### config.mk
export PLATFORM = sky130hd
export DESIGN_NAME = pcc_store
export DESIGN_NICKNAME = d
export VERILOG_FILES = /design/src/rtl/pcc_pkg.sv /design/src/rtl/pcc_store.sv
export SDC_FILE = /design/constraint.sdc
export NUM_CORES = 2
export LEC_CHECK = 0
export ABC_AREA = 1
export BUFFER_PORTS_ARGS = -buffer_cell sky130_fd_sc_hd__buf_2
export CAP_MARGIN = 15
export CORE_MARGIN = 2
export CORE_UTILIZATION = 55
export CTS_CLUSTER_DIAMETER = 50
export DETAILED_ROUTE_END_ITERATION = 6
export PLACE_DENSITY = 0.68
export SLEW_MARGIN = 20
export SYNTH_ARGS = -nofsm -noshare
export SYNTH_HDL_FRONTEND = slang
export SYNTH_MEMORY_MAX_BITS = 65536
export SYNTH_SLANG_ARGS = --single-unit
### constraint.sdc
create_clock -name i_clk -period 21 [get_ports i_clk]
set_input_delay 0 -clock i_clk [delete_from_list [all_inputs] [get_ports i_clk]]
set_output_delay 0 -clock i_clk [all_outputs]
set_load 0.1 [all_outputs]
### src/rtl/pcc_pkg.sv
// ----------------------------------------------------------------------------
// pcc_pkg
// Shared types and constants of the pairwise circle collision block.
// ----------------------------------------------------------------------------
package pcc_pkg;

    localparam int MAX_BODIES = 64;
    localparam int COORD_BITS = 24;
    localparam int RADIUS_BITS = COORD_BITS - 1;
    localparam int IDX_W = $clog2(MAX_BODIES);
    localparam int CNT_W = $clog2(MAX_BODIES + 1);
    localparam int OUT_IDX_W = 6;
    localparam int SQ_W = 2 * COORD_BITS;

    // Stored body: positions in offset binary, so unsigned compare orders them
    typedef struct packed {
        logic [COORD_BITS-1:0]  x;
        logic [COORD_BITS-1:0]  y;
        logic [RADIUS_BITS-1:0] r;
    } t_body;

    // Result of one pair test leaving the compare pipeline
    typedef struct packed {
        logic             valid;
        logic             hit;
        logic [IDX_W-1:0] idx;
    } t_cmp;

    // Flip the sign bit: two's complement to offset binary
    function automatic logic [COORD_BITS-1:0] to_offset(input logic [COORD_BITS-1:0] v);
        return {~v[COORD_BITS-1], v[COORD_BITS-2:0]};
    endfunction

endpackage

### src/rtl/pcc_store.sv
// ----------------------------------------------------------------------------
// pcc_store
// Body memory: one write port, one read port with registered read data.
// ----------------------------------------------------------------------------
module pcc_store
    import pcc_pkg::*;
(
    input  logic             i_clk,
    input  logic             i_wr_en,
    input  logic [IDX_W-1:0] i_wr_addr,
    input  t_body            i_wr_data,
    input  logic             i_rd_en,
    input  logic [IDX_W-1:0] i_rd_addr,
    output t_body            o_rd_data
);

    t_body r_mem [MAX_BODIES];
    t_body r_rd_data;

    always_ff @(posedge i_clk) begin
        if (i_wr_en) begin
            r_mem[i_wr_addr] <= i_wr_data;
        end
    end

    // Hold read data while the scan is stalled
    always_ff @(posedge i_clk) begin
        if (i_rd_en) begin
            r_rd_data <= r_mem[i_rd_addr];
        end
    end

    assign o_rd_data = r_rd_data;

endmodule

# Yosys cells after proc, flatten, opt, wreduce, memory -nomap -nowiden
# Memory sizes are Yosys's and may differ from the RTL's. A register that Yosys moved wholly into a read port is not among the register bits.
# Index checks and enable logic that the tools add are counted.
dict set report word_totals {
  in_bits 86
  ff_bits 0
  out_inout_bits 71
  mem_count 1
  ram_bits 4544
}
dict set report op_classes {
  muxes 2
}
# name words word_bits rd rd_ports_with_merged_regs write_ports line
set mem_list {}
lappend mem_list {r_mem 64 71 1 1 1 pcc_store.sv:17} ;# t_body r_mem [MAX_BODIES];
# op count
set ops {}
lappend ops {{$mux 1} 2}

# Depth between registers and ports, before layout
dict set report depth {
  ltp_word 2
  mapped_depth 13
  depth_no_buf 9
}

# Worst setup path after synthesis
# No wires, ideal clock.
dict set report synth_path {
  path_type {input-to-reg}
  startpoint {in i_wr_en}
  endpoint {mem r_mem[48][0] (netlist name) (enable)}
  cell_stages 3
  t_arrival_ps 7294
  slack_ps 13029
  setup_ps 677
  cell_sequence {clkbuf_1 > nand4_1 > nor4_1}
}
dict set report synth_between {
  elab_chain_len 2
}
# item line
set synth_rtl {}
lappend synth_rtl {{start, declared} pcc_store.sv:9} ;# input logic i_wr_en,
lappend synth_rtl {{$mux 1} pcc_store.sv:21} ;# if (i_wr_en) begin
lappend synth_rtl {{$mux 1 (implied by the code)} pcc_store.sv:22} ;# r_mem[i_wr_addr] <= i_wr_data;
lappend synth_rtl {{end, declared} pcc_store.sv:17}
# No other way between the ends.

==> results.md <==
- Commonest non-fill, non-tap cell in the layout: nand2_1
- Root buffer selected by CTS: clkbuf_16
- Placed insts: about 19000
- First-pass GRT wire length: slightly below 800000 um
- H-Tree Depth: 5
- Fin Hold WS: 21.1 ps
- Crit path DAT: roughly 6400 ps
- Synth Warn #: 0
- Final worst path period need: between 5000 and 6000 ps
- Most frequent cells in the layout: nand2_1 (4899), edfxtp_1 (4615), nand3_1 (4267), clkbuf_16 (482), buf_4 (254)
- Worst path required time: approximately 22000 ps
- Setup crit start: i_rd_addr[0]
- Post-synthesis sequential area ratio: 0.751
- Core Rows: 212
- Total Power: between 0.015 and 0.02 W
- Initial DRC Count: approximately 19000
- Pin count of the biggest net entering global routing: between 300 and 400
- Crit end category: flip-flop
- Power Density: just under 100 nW/um2
- Startpoint Class: input port
- Synth Area per Inst: between 10 and 15 um2
- Nets@finish: about 15000
- Final Non-Filler Cells: about 20000
- Avg WL per Cell: 28.2 um
- Worst-path fanout max: 117
- Initial antenna violation count: 36
- Mapped cell area: around 180000 um2
- Cts hold-fix bufs: 85
- CTS resizes: 0
- Leak: around 71 nW
- I/O pin total: 157
- Max Slew Vio Count: 0
- Fill cells: between 20000 and 30000
- FF+latch count, synth: approximately 4600
- Synthesized instance count: 14900
- Total of max-cap violations: 0
- Fin crit share: 0.261
- CTS sink cnt: around 4600
- Area of the core: roughly 330000 um2
- Maximum VDD drop: approximately 89 uV
- DIE AREA: ~340000 um2
- Total Routing Usage GR: 0.320
- Post-CTS setup buffer count: 0
- Reg2reg start: r_mem[17][67]
- Run status: finished clean
- Distinct cells, synth: 17
- Area Overhead vs Synth: 10.5%
- Final Hold Fails: 0
- Die width: a little under 600 um
- DIE HEIGHT: a little under 600 um
- Starting Density: 0.553
- Slew HR: 0.0845
- Clk_lat worst skew: 1000 ps
- Worst-path clk slew: approximately 60 ps
- Unrepaired setup endpoints after global routing: false
- CTS tree: yes
- Hold_sp: i_wr_data[28]
- Drt first pass iters: 6
- Max Clock Freq: approximately 180 MHz
- CTS max path bufs: 4
- DRC errors left: 0
- DP HPWL: 262000 um
- CTS Buf Count: about 470
- Via density: between 6 and 7
- Routability cong.: 0.824
- Post-Syn Nets: roughly 15000
- Port-buffer cells: between 150 and 200
- Total global routing overflow: 0
- WL final: 554000 um
- Worst-margin pin slew: ~1400 ps
- Crit Path Category: input port to flip-flop
- Final setup vio count: 0
- Skew final: between 30 and 40 ps
- DRT antenna net count: 0
- Hold/Removal Path Class: input port to flip-flop
- Vias: ~120k
- Setup TNS: 0 ps
- Vias in the first global route: approximately 110k
- Layout cell share with drive strength beyond 1: 0.0746
power by group:
group,total [W],internal (W),switching [W]
sequential,0.0102,0.0102,0.0000271
clock,0.00819,0.00467,0.00352
combinational,0.00116,0.000262,0.000897
through the flow:
step	setup slack, ps	util	cell area, um2
detailed placement	14680	0.563	188000
finish	15510	0.611	204000
global placement	14710	0.562	188000
floorplan	13030	-	184000
global route	15200	0.611	204000
CTS	15710	0.610	204000
worst max-delay path: stages:
cell	delay (ps)
buf_12	300
buf_4	800
buf_4	850
buf_4	860
buf_4	700
buf_4	770
buf_4	810
nand2_1	130
nand3_1	130
nand3_1	90
nand3_1	140
nand3_1	100
nand2_1	140
nand2_1	80
nand2_1	90
layout make-up:
type                       count  area [um2]  share of cell area
tap                         4387        5490              0.0269
clock buffer                 596       12500              0.0613
timing repair buffer         513        4120              0.0202
inverter                      12         106            0.000522
antenna                        6        15.0           0.0000737
clock inverter               286        2530              0.0124
sequential                  4615      139000               0.680
multi-input combinational   9239       40500               0.199
routing by layer:
metal | part of all wire | up-vias | track usage
met5 | 0.00021 | - | 0
met4 | 0.044 | 20 | 0.123
met2 | 0.46 | 8191 | 0.501
met1 | 0.37 | 60300 | 0.448
li1 | - | 53100 | -
met3 | 0.13 | 1386 | 0.0622
final timing paths:
| check | end | slack, ps | cells past startpoint |
|---|---|---|---|
| max | o_rd_data[16] | 15510 | 15 |
| min | r_mem[58][28] | 20 | 2 |
| max reg2reg | o_rd_data[67] | 18500 | 10 |
| min reg2reg | o_rd_data[29] | 850 | 8 |
kinds of logic after synthesis:
family | synth area share
buffers and inverters | 0.0314
and+or+nand+nor | 0.217
DFF | 0.751
state kept, by name, summed over array words and instances (netlist names):
signal     flops
r_mem       4544
o_rd_data     71
synth_stat cells:
library cell	instances	area [um2]
nand2_1	4899	18400
edfxtp_1	4615	139000
nand3_1	4267	21400
buf_2	548	2740
clkbuf_1	160	601
buf_6	152	1710
buf_1	94	353
nor2_1	56	210
buf_4	39	293
nand4_1	9	56.3
nor4_1	8	50.1
inv_1	7	26.3
inv_2	3	11.3
buf_12	1	20.0
buf_8	1	15.0
clkinv_1	1	3.75
inv_6	1	8.76
Note: power is estimated with default switching activity, not from simulation.
